File: src/hdl/tebp_pkg.sv
`timescale 1ns / 1ps

package tebp_pkg;

    localparam int SEQ_COUNT_W   = 14;
    localparam int LIMIT_RESET   = 8192;
    localparam int LIMIT_CEILING = 16382;

    localparam int QDEPTH = 4;
    localparam int QPTR_W = $clog2(QDEPTH);
    localparam int QCNT_W = $clog2(QDEPTH + 1);

    localparam logic [7:0] BYTE_BEL       = 8'h07;
    localparam logic [7:0] BYTE_BS        = 8'h08;
    localparam logic [7:0] BYTE_HT        = 8'h09;
    localparam logic [7:0] BYTE_LF        = 8'h0A;
    localparam logic [7:0] BYTE_VT        = 8'h0B;
    localparam logic [7:0] BYTE_FF        = 8'h0C;
    localparam logic [7:0] BYTE_CR        = 8'h0D;
    localparam logic [7:0] BYTE_CAN       = 8'h18;
    localparam logic [7:0] BYTE_SUB       = 8'h1A;
    localparam logic [7:0] BYTE_ESC       = 8'h1B;
    localparam logic [7:0] BYTE_SPACE     = 8'h20;
    localparam logic [7:0] BYTE_DEL       = 8'h7F;
    localparam logic [7:0] BYTE_HIGH      = 8'h80;
    localparam logic [7:0] BYTE_CONT_MAX  = 8'hBF;
    localparam logic [7:0] BYTE_FINAL_MIN = 8'h40;
    localparam logic [7:0] BYTE_FINAL_MAX = 8'h7E;
    localparam logic [7:0] BYTE_LBRACKET  = 8'h5B;
    localparam logic [7:0] BYTE_RBRACKET  = 8'h5D;
    localparam logic [7:0] BYTE_BSLASH    = 8'h5C;

    localparam logic [31:0] REPL_GLYPH     = 32'h00EF_BFBD;
    localparam logic [2:0]  REPL_GLYPH_LEN = 3'd3;

    typedef enum logic [5:0] {
        MODE_GROUND  = 6'b000001,
        MODE_ESC     = 6'b000010,
        MODE_CSI     = 6'b000100,
        MODE_OSC     = 6'b001000,
        MODE_STR     = 6'b010000,
        MODE_CHARSET = 6'b100000
    } mode_t;

    typedef enum logic [4:0] {
        ACT_ASCII       = 5'd0,
        ACT_GLYPH       = 5'd1,
        ACT_REPLACEMENT = 5'd2,
        ACT_CR          = 5'd3,
        ACT_LF          = 5'd4,
        ACT_INDEX       = 5'd5,
        ACT_NEXTLINE    = 5'd6,
        ACT_BS          = 5'd7,
        ACT_TAB         = 5'd8,
        ACT_SAVE        = 5'd9,
        ACT_RESTORE     = 5'd10,
        ACT_TABSET      = 5'd11,
        ACT_IDENTIFY    = 5'd12,
        ACT_REVINDEX    = 5'd13,
        ACT_CSIBYTE     = 5'd14,
        ACT_CSIFINAL    = 5'd15,
        ACT_OSCBYTE     = 5'd16,
        ACT_OSCDISPATCH = 5'd17,
        ACT_ABANDON     = 5'd18,
        ACT_CANCEL      = 5'd19
    } action_t;

    typedef struct packed {
        action_t     action;
        logic [7:0]  data_byte;
        logic [31:0] glyph_bytes;
        logic [2:0]  glyph_length;
        logic        last_action;
    } result_t;

    typedef struct packed {
        logic [1:0] n;
        result_t    first;
        result_t    second;
    } push_t;

    typedef struct packed {
        logic                   act_valid;
        action_t                act;
    } motion_t;

    typedef struct packed {
        mode_t                  mode;
        logic [SEQ_COUNT_W-1:0] count;
        logic                   act_valid;
        action_t                act;
    } esc_step_t;

    function automatic logic [2:0] lead_len(input logic [7:0] b);
        logic [2:0] len;
        len = 3'd0;
        if (b < BYTE_HIGH)
            len = 3'd1;
        else if (b >= 8'hC2 && b <= 8'hDF)
            len = 3'd2;
        else if (b >= 8'hE0 && b <= 8'hEF)
            len = 3'd3;
        else if (b >= 8'hF0 && b <= 8'hF4)
            len = 3'd4;
        return len;
    endfunction

    function automatic motion_t c0_motion(input logic [7:0] b);
        motion_t m;
        m.act_valid = 1'b1;
        m.act       = ACT_CR;
        case (b)
            BYTE_CR: m.act = ACT_CR;
            BYTE_LF: m.act = ACT_LF;
            BYTE_VT: m.act = ACT_INDEX;
            BYTE_FF: m.act = ACT_INDEX;
            BYTE_BS: m.act = ACT_BS;
            BYTE_HT: m.act = ACT_TAB;
            default: m.act_valid = 1'b0;
        endcase
        return m;
    endfunction

    function automatic esc_step_t after_escape(input logic [7:0] b);
        esc_step_t s;
        s.mode      = MODE_GROUND;
        s.count     = '0;
        s.act_valid = 1'b1;
        s.act       = ACT_SAVE;
        case (b)
            BYTE_LBRACKET:
            begin
                s.mode      = MODE_CSI;
                s.count     = SEQ_COUNT_W'(1);
                s.act_valid = 1'b0;
            end
            BYTE_RBRACKET:
            begin
                s.mode      = MODE_OSC;
                s.count     = SEQ_COUNT_W'(1);
                s.act_valid = 1'b0;
            end
            8'h28, 8'h29, 8'h2A, 8'h2B, 8'h2D, 8'h2E, 8'h2F:
            begin
                s.mode      = MODE_CHARSET;
                s.count     = SEQ_COUNT_W'(1);
                s.act_valid = 1'b0;
            end
            8'h50, 8'h58, 8'h5E, 8'h5F:
            begin
                s.mode      = MODE_STR;
                s.act_valid = 1'b0;
            end
            8'h37: s.act = ACT_SAVE;
            8'h38: s.act = ACT_RESTORE;
            8'h48: s.act = ACT_TABSET;
            8'h5A: s.act = ACT_IDENTIFY;
            8'h44: s.act = ACT_INDEX;
            8'h45: s.act = ACT_NEXTLINE;
            8'h4D: s.act = ACT_REVINDEX;
            default: s.act_valid = 1'b0;
        endcase
        return s;
    endfunction

endpackage

File: src/hdl/terminal_escape_byte_parser.sv
`timescale 1ns / 1ps

// Terminal output byte classifier.
// s_axis carries one raw byte per beat (tdata[7:0]). m_axis carries the
// classified actions: ascii, UTF-8 glyph, replacement, C0 motions, ESC
// commands, streamed CSI/OSC bytes with their dispatch, abandon and cancel.
// Each input byte yields zero, one or two output beats; tlast marks the final
// beat caused by a byte, and a byte that yields nothing gives no beat.
// Each action is queued when its byte is accepted and leaves m_axis in order.
// Throughput: one byte per cycle while s_axis_tready is high; the parse state
// is registered and feeds a four-beat result queue. Sustained output is one
// beat per cycle while m_axis_tready is high, so bytes that expand to two
// actions slow the input to match. When the receiver stalls, the queue fills
// and s_axis_tready drops once fewer than two free slots remain; none is lost.
// cfg_wr_en/cfg_wr_data set the sequence length limit (clamped to
// LENGTH_LIMIT_MAX and 16382); write it only while the block is idle.
// Reset returns to ground mode, drops held UTF-8 bytes, empties the queue
// and sets the limit to 8192 (clamped the same way).
module terminal_escape_byte_parser #(
    parameter int LENGTH_LIMIT_MAX = 8192
) (
    input  logic        clk,
    input  logic        rst_n,
    input  logic        s_axis_tvalid,
    output logic        s_axis_tready,
    input  logic [7:0]  s_axis_tdata,   // [7:0] stream_byte
    output logic        m_axis_tvalid,
    input  logic        m_axis_tready,
    // [4:0] action, [12:5] data_byte, [44:13] glyph_bytes, [47:45] glyph_length
    output logic [47:0] m_axis_tdata,
    output logic        m_axis_tlast,   // last_action
    input  logic        cfg_wr_en,
    input  logic [13:0] cfg_wr_data
);
    import tebp_pkg::*;

    localparam int LIMIT_CAP = (LENGTH_LIMIT_MAX < LIMIT_CEILING) ?
                               LENGTH_LIMIT_MAX : LIMIT_CEILING;
    localparam int LIMIT_INIT = (LIMIT_RESET < LIMIT_CAP) ? LIMIT_RESET : LIMIT_CAP;
    localparam logic [SEQ_COUNT_W-1:0] LIMIT_CAP_W  = SEQ_COUNT_W'(LIMIT_CAP);
    localparam logic [SEQ_COUNT_W-1:0] LIMIT_INIT_W = SEQ_COUNT_W'(LIMIT_INIT);

    logic [SEQ_COUNT_W-1:0] limit_reg, limit_next;
    logic                   in_accept;
    push_t                  push;
    result_t                out_r;

    assign in_accept  = s_axis_tvalid && s_axis_tready;
    assign limit_next = (cfg_wr_data > LIMIT_CAP_W) ? LIMIT_CAP_W : cfg_wr_data;

    // hold the clamped limit so the compare path sees a ready value
    always_ff @(posedge clk or negedge rst_n)
    begin
        if (!rst_n)
            limit_reg <= LIMIT_INIT_W;
        else if (cfg_wr_en)
            limit_reg <= limit_next;
    end

    tebp_decode u_decode (
        .clk       (clk),
        .rst_n     (rst_n),
        .in_accept (in_accept),
        .in_byte   (s_axis_tdata),
        .limit     (limit_reg),
        .push      (push)
    );

    tebp_result_queue u_queue (
        .clk       (clk),
        .rst_n     (rst_n),
        .push      (push),
        .in_ready  (s_axis_tready),
        .out_data  (out_r),
        .out_valid (m_axis_tvalid),
        .out_ready (m_axis_tready)
    );

    assign m_axis_tdata = {out_r.glyph_length, out_r.glyph_bytes, out_r.data_byte,
                           out_r.action};
    assign m_axis_tlast = out_r.last_action;

endmodule

File: src/hdl/tebp_decode.sv
`timescale 1ns / 1ps

module tebp_decode (
    input  logic                            clk,
    input  logic                            rst_n,
    input  logic                            in_accept,
    input  logic [7:0]                      in_byte,
    input  logic [tebp_pkg::SEQ_COUNT_W-1:0] limit,
    output tebp_pkg::push_t                 push
);
    import tebp_pkg::*;

    mode_t                  mode_reg, mode_next;
    logic                   pend_reg, pend_next;
    logic [23:0]            held_reg, held_next;
    logic [1:0]             hcnt_reg, hcnt_next;
    logic [SEQ_COUNT_W-1:0] cnt_reg, cnt_next;

    logic                   pre_v;
    action_t                pre_act;
    logic                   main_v;
    action_t                main_act;
    logic [7:0]             main_data;
    logic [31:0]            main_glyph;
    logic [2:0]             main_glen;

    logic [1:0]             cur_cnt;
    logic [7:0]             first_byte;
    logic [2:0]             first_len;
    logic [2:0]             new_len;
    logic [SEQ_COUNT_W-1:0] cnt_inc;
    esc_step_t              esc;
    motion_t                mot;
    logic                   is_cancel;
    logic                   is_osc;
    result_t                pre_r, main_r;

    always_comb
    begin
        mode_next  = mode_reg;
        pend_next  = pend_reg;
        held_next  = held_reg;
        hcnt_next  = hcnt_reg;
        cnt_next   = cnt_reg;
        pre_v      = 1'b0;
        pre_act    = ACT_REPLACEMENT;
        main_v     = 1'b0;
        main_act   = ACT_ASCII;
        main_data  = '0;
        main_glyph = '0;
        main_glen  = '0;
        cur_cnt    = hcnt_reg;
        first_byte = held_reg[7:0];
        first_len  = '0;
        new_len    = {1'b0, hcnt_reg} + 3'd1;
        cnt_inc    = cnt_reg + SEQ_COUNT_W'(1);
        esc        = after_escape(in_byte);
        mot        = c0_motion(in_byte);
        is_cancel  = (in_byte == BYTE_CAN) || (in_byte == BYTE_SUB);
        is_osc     = (mode_reg == MODE_OSC);

        case (mode_reg)
            MODE_ESC:
            begin
                mode_next = esc.mode;
                cnt_next  = esc.count;
                pend_next = 1'b0;
                main_v    = esc.act_valid;
                main_act  = esc.act;
            end
            MODE_CSI:
            begin
                if (in_byte == BYTE_ESC)
                begin
                    main_v    = 1'b1;
                    main_act  = ACT_CANCEL;
                    mode_next = MODE_ESC;
                    pend_next = 1'b0;
                    cnt_next  = '0;
                end
                else if (is_cancel)
                begin
                    main_v    = 1'b1;
                    main_act  = ACT_CANCEL;
                    mode_next = MODE_GROUND;
                    pend_next = 1'b0;
                    cnt_next  = '0;
                end
                else if (in_byte < BYTE_SPACE)
                begin
                    main_v   = mot.act_valid;
                    main_act = mot.act;
                end
                else if (in_byte >= BYTE_FINAL_MIN && in_byte <= BYTE_FINAL_MAX)
                begin
                    main_v    = 1'b1;
                    main_act  = ACT_CSIFINAL;
                    main_data = in_byte;
                    mode_next = MODE_GROUND;
                    pend_next = 1'b0;
                    cnt_next  = '0;
                end
                else if (cnt_inc > limit)
                begin
                    main_v    = 1'b1;
                    main_act  = ACT_ABANDON;
                    mode_next = MODE_GROUND;
                    pend_next = 1'b0;
                    cnt_next  = '0;
                end
                else
                begin
                    cnt_next  = cnt_inc;
                    main_v    = 1'b1;
                    main_act  = ACT_CSIBYTE;
                    main_data = in_byte;
                end
            end
            MODE_OSC, MODE_STR:
            begin
                if (is_cancel)
                begin
                    main_v    = 1'b1;
                    main_act  = ACT_CANCEL;
                    mode_next = MODE_GROUND;
                    pend_next = 1'b0;
                    cnt_next  = '0;
                end
                else if (pend_reg)
                begin
                    // terminator ESC seen: dispatch (OSC only), then treat this beat as the ESC final
                    pend_next = 1'b0;
                    pre_v     = is_osc;
                    pre_act   = ACT_OSCDISPATCH;
                    if (in_byte == BYTE_BSLASH)
                    begin
                        mode_next = MODE_GROUND;
                        cnt_next  = '0;
                    end
                    else
                    begin
                        mode_next = esc.mode;
                        cnt_next  = esc.count;
                        main_v    = esc.act_valid;
                        main_act  = esc.act;
                    end
                end
                else if (in_byte == BYTE_BEL)
                begin
                    main_v    = is_osc;
                    main_act  = ACT_OSCDISPATCH;
                    mode_next = MODE_GROUND;
                    pend_next = 1'b0;
                    cnt_next  = '0;
                end
                else if (in_byte == BYTE_ESC)
                begin
                    pend_next = 1'b1;
                end
                else if (cnt_reg > limit)
                begin
                    main_v    = 1'b1;
                    main_act  = ACT_ABANDON;
                    mode_next = MODE_GROUND;
                    pend_next = 1'b0;
                    cnt_next  = '0;
                end
                else
                begin
                    cnt_next  = cnt_inc;
                    main_v    = is_osc;
                    main_act  = ACT_OSCBYTE;
                    main_data = in_byte;
                end
            end
            MODE_CHARSET:
            begin
                pend_next = 1'b0;
                cnt_next  = '0;
                if (in_byte == BYTE_ESC)
                begin
                    mode_next = MODE_ESC;
                end
                else
                begin
                    main_v    = is_cancel;
                    main_act  = ACT_CANCEL;
                    mode_next = MODE_GROUND;
                end
            end
            default:
            begin
                mode_next = MODE_GROUND;
                if (in_byte == BYTE_ESC)
                begin
                    pre_v     = (hcnt_reg != 2'd0);
                    held_next = '0;
                    hcnt_next = '0;
                    mode_next = MODE_ESC;
                    pend_next = 1'b0;
                    cnt_next  = '0;
                end
                else if (in_byte >= BYTE_HIGH)
                begin
                    // broken sequence: replace held bytes, retry this byte as a lead
                    if (hcnt_reg != 2'd0 && in_byte > BYTE_CONT_MAX)
                    begin
                        pre_v     = 1'b1;
                        cur_cnt   = '0;
                        held_next = '0;
                        hcnt_next = '0;
                    end
                    if (cur_cnt == 2'd0)
                    begin
                        if (lead_len(in_byte) == 3'd0)
                        begin
                            main_v     = 1'b1;
                            main_act   = ACT_REPLACEMENT;
                            main_glyph = REPL_GLYPH;
                            main_glen  = REPL_GLYPH_LEN;
                        end
                        else
                        begin
                            held_next = {16'h0000, in_byte};
                            hcnt_next = 2'd1;
                        end
                    end
                    else
                    begin
                        case (cur_cnt)
                            2'd1:    first_byte = held_reg[7:0];
                            2'd2:    first_byte = held_reg[15:8];
                            2'd3:    first_byte = held_reg[23:16];
                            default: first_byte = held_reg[7:0];
                        endcase
                        first_len = lead_len(first_byte);
                        if (new_len >= first_len)
                        begin
                            main_v     = 1'b1;
                            main_act   = ACT_GLYPH;
                            main_glyph = {held_reg, in_byte};
                            main_glen  = new_len;
                            held_next  = '0;
                            hcnt_next  = '0;
                        end
                        else
                        begin
                            held_next = {held_reg[15:0], in_byte};
                            hcnt_next = new_len[1:0];
                        end
                    end
                end
                else
                begin
                    pre_v     = (hcnt_reg != 2'd0);
                    held_next = '0;
                    hcnt_next = '0;
                    if (in_byte < BYTE_SPACE)
                    begin
                        main_v   = mot.act_valid;
                        main_act = mot.act;
                    end
                    else if (in_byte != BYTE_DEL)
                    begin
                        main_v    = 1'b1;
                        main_act  = ACT_ASCII;
                        main_data = in_byte;
                    end
                end
            end
        endcase
    end

    always_comb
    begin
        pre_r.action       = pre_act;
        pre_r.data_byte    = '0;
        pre_r.glyph_bytes  = (pre_act == ACT_REPLACEMENT) ? REPL_GLYPH : '0;
        pre_r.glyph_length = (pre_act == ACT_REPLACEMENT) ? REPL_GLYPH_LEN : '0;
        pre_r.last_action  = 1'b0;

        main_r.action       = main_act;
        main_r.data_byte    = main_data;
        main_r.glyph_bytes  = main_glyph;
        main_r.glyph_length = main_glen;
        main_r.last_action  = 1'b1;

        push.n      = in_accept ? ({1'b0, pre_v} + {1'b0, main_v}) : 2'd0;
        push.first  = pre_v ? pre_r : main_r;
        push.second = main_r;
        push.first.last_action = !(pre_v && main_v);
    end

    always_ff @(posedge clk or negedge rst_n)
    begin
        if (!rst_n)
        begin
            mode_reg <= MODE_GROUND;
            pend_reg <= 1'b0;
            held_reg <= '0;
            hcnt_reg <= '0;
            cnt_reg  <= '0;
        end
        else if (in_accept)
        begin
            mode_reg <= mode_next;
            pend_reg <= pend_next;
            held_reg <= held_next;
            hcnt_reg <= hcnt_next;
            cnt_reg  <= cnt_next;
        end
    end

    a_held_only_in_ground: assert property (@(posedge clk) disable iff (!rst_n)
        (hcnt_reg != 2'd0) |-> (mode_reg == MODE_GROUND))
        else $error("utf-8 bytes held outside ground mode");

    a_pend_only_in_string: assert property (@(posedge clk) disable iff (!rst_n)
        pend_reg |-> (mode_reg == MODE_OSC || mode_reg == MODE_STR))
        else $error("pending ESC outside OSC or string payload");

    a_mode_onehot: assert property (@(posedge clk) disable iff (!rst_n)
        $onehot(mode_reg))
        else $error("escape mode register is not one-hot");

endmodule

File: src/hdl/tebp_result_queue.sv
`timescale 1ns / 1ps

module tebp_result_queue (
    input  logic              clk,
    input  logic              rst_n,
    input  tebp_pkg::push_t   push,
    output logic              in_ready,
    output tebp_pkg::result_t out_data,
    output logic              out_valid,
    input  logic              out_ready
);
    import tebp_pkg::*;

    result_t             q_reg [QDEPTH];
    logic [QPTR_W-1:0]   wptr_reg, wptr_next;
    logic [QPTR_W-1:0]   rptr_reg, rptr_next;
    logic [QCNT_W-1:0]   count_reg, count_next;
    logic [QPTR_W-1:0]   wptr_second;
    logic                pop;

    assign pop         = out_valid && out_ready;
    assign out_valid   = (count_reg != '0);
    assign out_data    = q_reg[rptr_reg];
    assign in_ready    = (count_reg <= QCNT_W'(QDEPTH - 2));
    assign wptr_second = wptr_reg + QPTR_W'(1);

    always_comb
    begin
        wptr_next  = wptr_reg + QPTR_W'(push.n);
        rptr_next  = rptr_reg + QPTR_W'(pop);
        count_next = count_reg + QCNT_W'(push.n) - QCNT_W'(pop);
    end

    always_ff @(posedge clk)
    begin
        if (push.n != 2'd0)
            q_reg[wptr_reg] <= push.first;
        if (push.n == 2'd2)
            q_reg[wptr_second] <= push.second;
    end

    always_ff @(posedge clk or negedge rst_n)
    begin
        if (!rst_n)
        begin
            wptr_reg  <= '0;
            rptr_reg  <= '0;
            count_reg <= '0;
        end
        else
        begin
            wptr_reg  <= wptr_next;
            rptr_reg  <= rptr_next;
            count_reg <= count_next;
        end
    end

    a_no_overfill: assert property (@(posedge clk) disable iff (!rst_n)
        count_reg <= QCNT_W'(QDEPTH))
        else $error("result queue holds more beats than its depth");

    a_push_needs_room: assert property (@(posedge clk) disable iff (!rst_n)
        (push.n != 2'd0) |-> in_ready)
        else $error("results pushed while queue lacks room for two beats");

    a_pop_drains: assert property (@(posedge clk) disable iff (!rst_n)
        (pop && push.n == 2'd0) |=> (count_reg == $past(count_reg) - QCNT_W'(1)))
        else $error("queue fill did not drop after a lone pop");

endmodule
File: config.mk
export PLATFORM = sky130hd
export DESIGN_NAME = terminal_escape_byte_parser
export DESIGN_NICKNAME = d
export VERILOG_FILES = /design/src/hdl/tebp_pkg.sv /design/src/hdl/terminal_escape_byte_parser.sv /design/src/hdl/tebp_decode.sv /design/src/hdl/tebp_result_queue.sv
export SDC_FILE = /design/constraint.sdc
export NUM_CORES = 1
export LEC_CHECK = 0
export BUFFER_PORTS_ARGS = -buffer_cell sky130_fd_sc_hd__clkbuf_2
export CAP_MARGIN = 20
export CORE_ASPECT_RATIO = 1.2
export CORE_UTILIZATION = 55
export DETAILED_ROUTE_END_ITERATION = 7
export GPL_ROUTABILITY_DRIVEN = 0
export PLACE_DENSITY = 0.73
export SYNTH_ARGS = -nofsm -noshare
export SYNTH_HDL_FRONTEND = slang
export SYNTH_SLANG_ARGS = --single-unit
File: constraint.sdc
create_clock -name clk -period 18.76 [get_ports clk]
set_clock_uncertainty 0.05 [all_clocks]
set_input_delay 1.876 -clock clk [delete_from_list [all_inputs] [get_ports clk]]
set_output_delay 1.876 -clock clk [all_outputs]
set_load 0.05 [all_outputs]
Yosys cells after proc, flatten, opt, wreduce, memory -nomap -nowiden
Memories as Yosys holds them, arrays and structs flattened.
Cells that the tools add are included.
{"block": "classes", "n_addsub": 8, "order_cmp": 24, "n_eq_ne": 46, "muxes": 161, "n_bitwise": 1, "reduce_logical": 35}
{"operator": "24-bit 2-to-1 mux", "n": 8}
{"operator": "14-bit 2-to-1 mux", "n": 12}
{"operator": "32-bit 2-to-1 mux", "n": 5}
{"operator": "8-bit 2-to-1 mux", "n": 18}
{"operator": "8-bit by 7-bit == test with 1-bit output, second input constant", "n": 12}
{"operator": "5-bit 2-to-1 mux", "n": 16}
{"operator": "8-bit by 6-bit == test with 1-bit output, second input constant", "n": 9}
{"operator": "6-bit 2-to-1 mux", "n": 11}
{"operator": "3-bit 2-to-1 mux", "n": 21}
{"operator": "8-bit >= comparator, second input constant", "n": 7}
{"operator": "14-bit one-hot mux with 4 select lines", "n": 1}
{"operator": "49-bit 2-to-1 mux", "n": 1}
{"operator": "8-bit by 4-bit == test with 1-bit output, second input constant", "n": 6}
{"operator": "8-bit less-or-equal comparator, second input constant", "n": 6}
{"operator": "1-bit 2-to-1 mux", "n": 41}
{"operator": "2-bit 2-to-1 mux", "n": 15}
{"operator": "14-bit greater-than comparator", "n": 2}
{"operator": "8-bit by 5-bit == test with 1-bit output, second input constant", "n": 3}
{"operator": "4-bit one-hot mux with 6 select lines", "n": 1}
{"operator": "6-bit one-hot mux with 4 select lines", "n": 1}
{"operator": "8-bit one-hot mux with 3 select lines", "n": 1}
{"operator": "5-bit one-hot mux with 4 select lines", "n": 1}
{"operator": "6-bit one-hot mux with 3 select lines", "n": 1}
{"operator": "8-bit < comparator, second input constant", "n": 2}
{"operator": "other kinds (55)", "n": 74}
{"block": "word_totals", "reg_bits": 68, "ramBits": 196, "inputBits": 27, "output_inout_bits": 51, "wordCells": 285, "memories": 1}
{"memory": "u_queue.q_reg", "depth": 4, "width": 49, "rd": 1, "rd_ports_with_merged_regs": 0, "wr": 2, "line_no": "tebp_result_queue.sv:14", "text": "result_t q_reg [QDEPTH];"}

Logic depth before layout (Yosys ltp)
{"block": "depth", "word_depth": 33, "depth_mapped": 26, "depth_no_buf": 25}

By module
A second synthesis with hierarchy kept.
{"block": "unflattened", "hier_cells": 1246, "area_unflattened_um2": 15487.4}
{"mod": "tebp_result_queue", "instances": 1, "cells_per_inst": 516, "area_per_inst_um2": 9888.2, "seq_area_each_um2": 6060.8}
{"mod": "tebp_decode", "instances": 1, "cells_per_inst": 672, "area_per_inst_um2": 4964.8, "seq_area_each_um2": 1177.4}
{"mod": "terminal_escape_byte_parser", "instances": 1, "cells_per_inst": 58, "area_per_inst_um2": 634.4, "seq_area_each_um2": 351.6}

Worst setup path before layout
OpenSTA, ideal clock, no wires.
{"block": "synth_timing", "path_type": "input to register", "startpoint": "in s_axis_tdata[7]", "endpoint": "mem u_queue.q_reg[0][10] (netlist name) (enable)", "t_arrival_ns": 6.698, "required_ns": 18.303, "path_slack_ns": 11.604, "path_stages": 19, "path_buffers": 3, "cell_sequence": "clkbuf_1 > nand2_1 > nand2_1 > clkbuf_1 > nor2_1 > a21oi_1 > o211ai_1 > o41ai_1 > ha_1 > a21o_1 > a21oi_1 > or2_2 > a21oi_2 > or3_1 > ha_1 > clkbuf_1 > nor2_1 > or4_1 > nand2_1"}
{"element": "start, declared", "line_no": "terminal_escape_byte_parser.sv:26", "text": "input logic [7:0] s_axis_tdata,"}
{"element": "end, declared", "line_no": "tebp_result_queue.sv:14"}

==> results.md <==
- Setup violations, final: 0
- Syn Area/Cell: about 11 um^2
- Grt ovf: 0
- I/O pin cnt: 78
- Final Hold Viols: 0
- RSZ-0062 raised after global routing: false
- Pwr/cell area: 133 nW/um^2
- Worst-Skew Late Latency: 540 ps
- WL final: 33300 um
- Design Area, Final: 15300 um^2
- Clock root buffer master: clkbuf_16
- Avg Vias per Cell: between 6 and 7
- Type of the tightest min-delay check: reg -> reg
- Post-CTS sizing: 0
- Syn. warnings: 0
- DP Area: between 10000 and 15000 um^2
- Nets: 1320
- Max-slew violation count: 0
- Fill count: 1918
- Post-CTS Repair Setup Buffers: 0
- Relative slew slack: a little under a third
- GR Util All Layers: a little over a quarter
- Pleak: 0.00578 uW
- CP max stage delay: 880 ps
- Initial antenna violation count: 0
- Worst vdd ir: 0.0702 mV
- CP Launch Type: primary input
- DR pass1 iterations: 5
- Max reg flops: 196
- Vias in the first global route: 9762
- H-tree levels: 1
- CP max stage cell: a21boi_1
- Crit-path cells: clkbuf_2 -> nor2b_1 -> nand2_1 -> nand2_1 -> nor2_1 -> a31oi_1 -> nand2b_1 -> o21ai_0 -> ha_1 -> nand2b_1 -> a21o_1 -> a21oi_1 -> or2_2 -> a21oi_2 -> or3_1 -> ha_1 -> nor2_1 -> nor4_1 -> nand2_2 -> a21boi_1 -> o21ai_0
- CTS sink count: 264
- Buffers on Ports: 77
- Commonest cells in the netlist: edfxtp_1 (192), nor2_1 (141), o21ai_0 (139)
- Die Y: 176 um
- Num CTS Buffers: 26
- HPWL after DPL: 22100 um
- WS Path Type: in -> reg
- Final setup TNS: 0 ps
- Initial DRC Count: 892
- Ant diodes: 0
- Flops & latches, synth: 264
- Largest net degree at the start of global routing: 69
- CTS Hold Bufs: 0
- Full die area: 25800 um^2
- Clock Path Buffers: 3
- Row count: 63
- CP bufs+invs: 1
- Top FF cell, synth: edfxtp_1
- Data required, critical path: about 19000 ps
- Critical path arrival: 7580 ps
- Drc violations: 0
- Number of max-cap violations: 0
- Synth async-reset ratio: between 20 and 30%
- Largest area contributor in the netlist: edfxtp_1
- Critical path capture point type: flop
- Status: finished clean
- Syn Nets: 1274
- Initial Utilization: between 50 and 60%
- P&R area growth vs syn: 10.8%
- Synth area leaders: edfxtp_1 (42%), dfrtp_1 (12%), mux4_2 (8.0%)
- Die width: 147 um
- Number of distinct library cells after synthesis: 86
- Fmax achieved: 136 MHz
- Worst Path Max Fanout: 22
- Clock-pin slew on the worst setup and hold paths: 60 ps
- Final ANT Viol Nets: 0
- Post-synth EDFFs: 192
- Fraction of layout cells with a size suffix above 1: 18.0%
- Core area: ~25000 um^2
- Most frequent cell after synthesis: edfxtp_1
- Seq/Total Area, Yosys: 54.6%
- CTS tree: done
- Vias: 9959
- R2r setup slk: 11940 ps
- Wirelength per Cell: 20.9 um
- First-pass GRT wire length: 53200 um
- Synth Cell Area: around 14000 um^2
- Pin slew with the least headroom to its limit: 1020 ps
- Synth top area share: 41.7%
- Family with the most delay on the worst path: simple AND/OR/NAND/NOR gates
- Cells after Synth: 1206
- Final Cycle Share: 39.3%
- Tmin final: 7380 ps
## layout by cell type (no fill, tap or decap), drive strengths merged, types with 9 or more instances in the layout
cell / Yosys / layout
edfxtp: 192 / 192
o21ai: 147 / 147
nor2: 144 / 144
nand2: 139 / 139
clkbuf: 33 / 109
dfrtp: 66 / 66
mux4: 49 / 49
a21oi: 44 / 44
ha: 40 / 40
and3: 31 / 31
inv: 28 / 29
nand3: 19 / 19
nand4b: 18 / 18
nand2b: 13 / 13
buf: 38 / 13
nor3: 12 / 12
nor4: 12 / 12
a31oi: 11 / 11
a22o: 11 / 11
xor2: 11 / 11
nor2b: 9 / 9
o21a: 9 / 9
xnor2: 9 / 9
nand3b: 9 / 9
nand4: 9 / 9
clkinv: 0 / 9
## metrics by stage
stage / worst slack, ps / instances / hold slack (ps) / utilization (%) / power (uW)
floorplan: 11600 / 1206 / 392 / - / 1330
finish: 11380 / 1597 / 435 / 62.1 / 2030
detailed placement: 10920 / 1547 / 425 / 58.4 / 1500
global placement: 11190 / 1546 / 416 / 58.3 / 1490
CTS: 11470 / 1595 / 440 / 61.9 / 2040
global route: 10910 / 1597 / 456 / 62.1 / 2110
## report_power, final
part | switching, uW | internal [uW] | total [uW]
Combinational | 509 | 227 | 736
Clock | 222 | 316 | 538
Sequential | 61.8 | 698 | 759
Total | 793 | 1240 | 2030
## kinds of logic (layout without fill, tap and decap cells)
kind of cell / after synthesis / count (layout) / share of synthesized area (%)
adders and majority gates: 41 / 41 / 3.76
muxes: 60 / 60 / 8.82
and+or+nand+nor: 445 / 445 / 16.1
AOI/OAI and AO/OA: 277 / 277 / 12.4
xor gates and xnor gates: 20 / 20 / 1.32
DFF: 264 / 264 / 54.6
buffers and inverters: 99 / 165 / 3.08
## worst paths after layout
path,from,endpoint,depth (start not counted)
max,s_axis_tdata[6],u_queue.q_reg[0][20],21
min,u_queue.q_reg[0][0],u_queue.q_reg[0][0],1
max reg2reg,u_decode.hcnt_reg[0],u_queue.q_reg[0][20],22
min reg2reg,u_queue.q_reg[0][0],u_queue.q_reg[0][0],1
max in group asynchronous,rst_n,u_queue.rptr_reg[0],2
min in group asynchronous,rst_n,u_decode.mode_reg[4],2
## routing by layer
metal | up-vias | share of wire [%] | GRT usage (%)
met5 | - | 0 | 0
met4 | 0 | 2.8 | 8.90
met3 | 80 | 6.2 | 3.40
met2 | 403 | 53 | 47.2
met1 | 4876 | 38 | 32.9
li1 | 4600 | - | -
## worst register-to-register path, cell delays in order, from the launching register on
cell	delay (ps)
dfrtp_1	730
inv_1	160
ha_1	280
nor2b_1	200
nand2_1	120
nand2_1	400
nor2_1	100
a31oi_1	240
nand2b_1	150
o21ai_0	100
ha_1	320
nand2b_1	150
a21o_1	170
a21oi_1	360
or2_2	200
a21oi_2	110
or3_1	400
ha_1	400
nor2_1	300
nor4_1	150
nand2_2	340
a21boi_1	880
o21ai_0	230
## cell type report
class	count	area, um^2	area share, %
Clock buffer	33	687	4.48
Multi-Input combinational cell	843	5860	38.3
Tap cell	325	407	2.65
Timing Repair Buffer	89	507	3.31
Inverter	28	105	0.686
Sequential cell	264	7550	49.3
Clock inverter	15	193	1.26
Power figures use the tool's default switching activity.
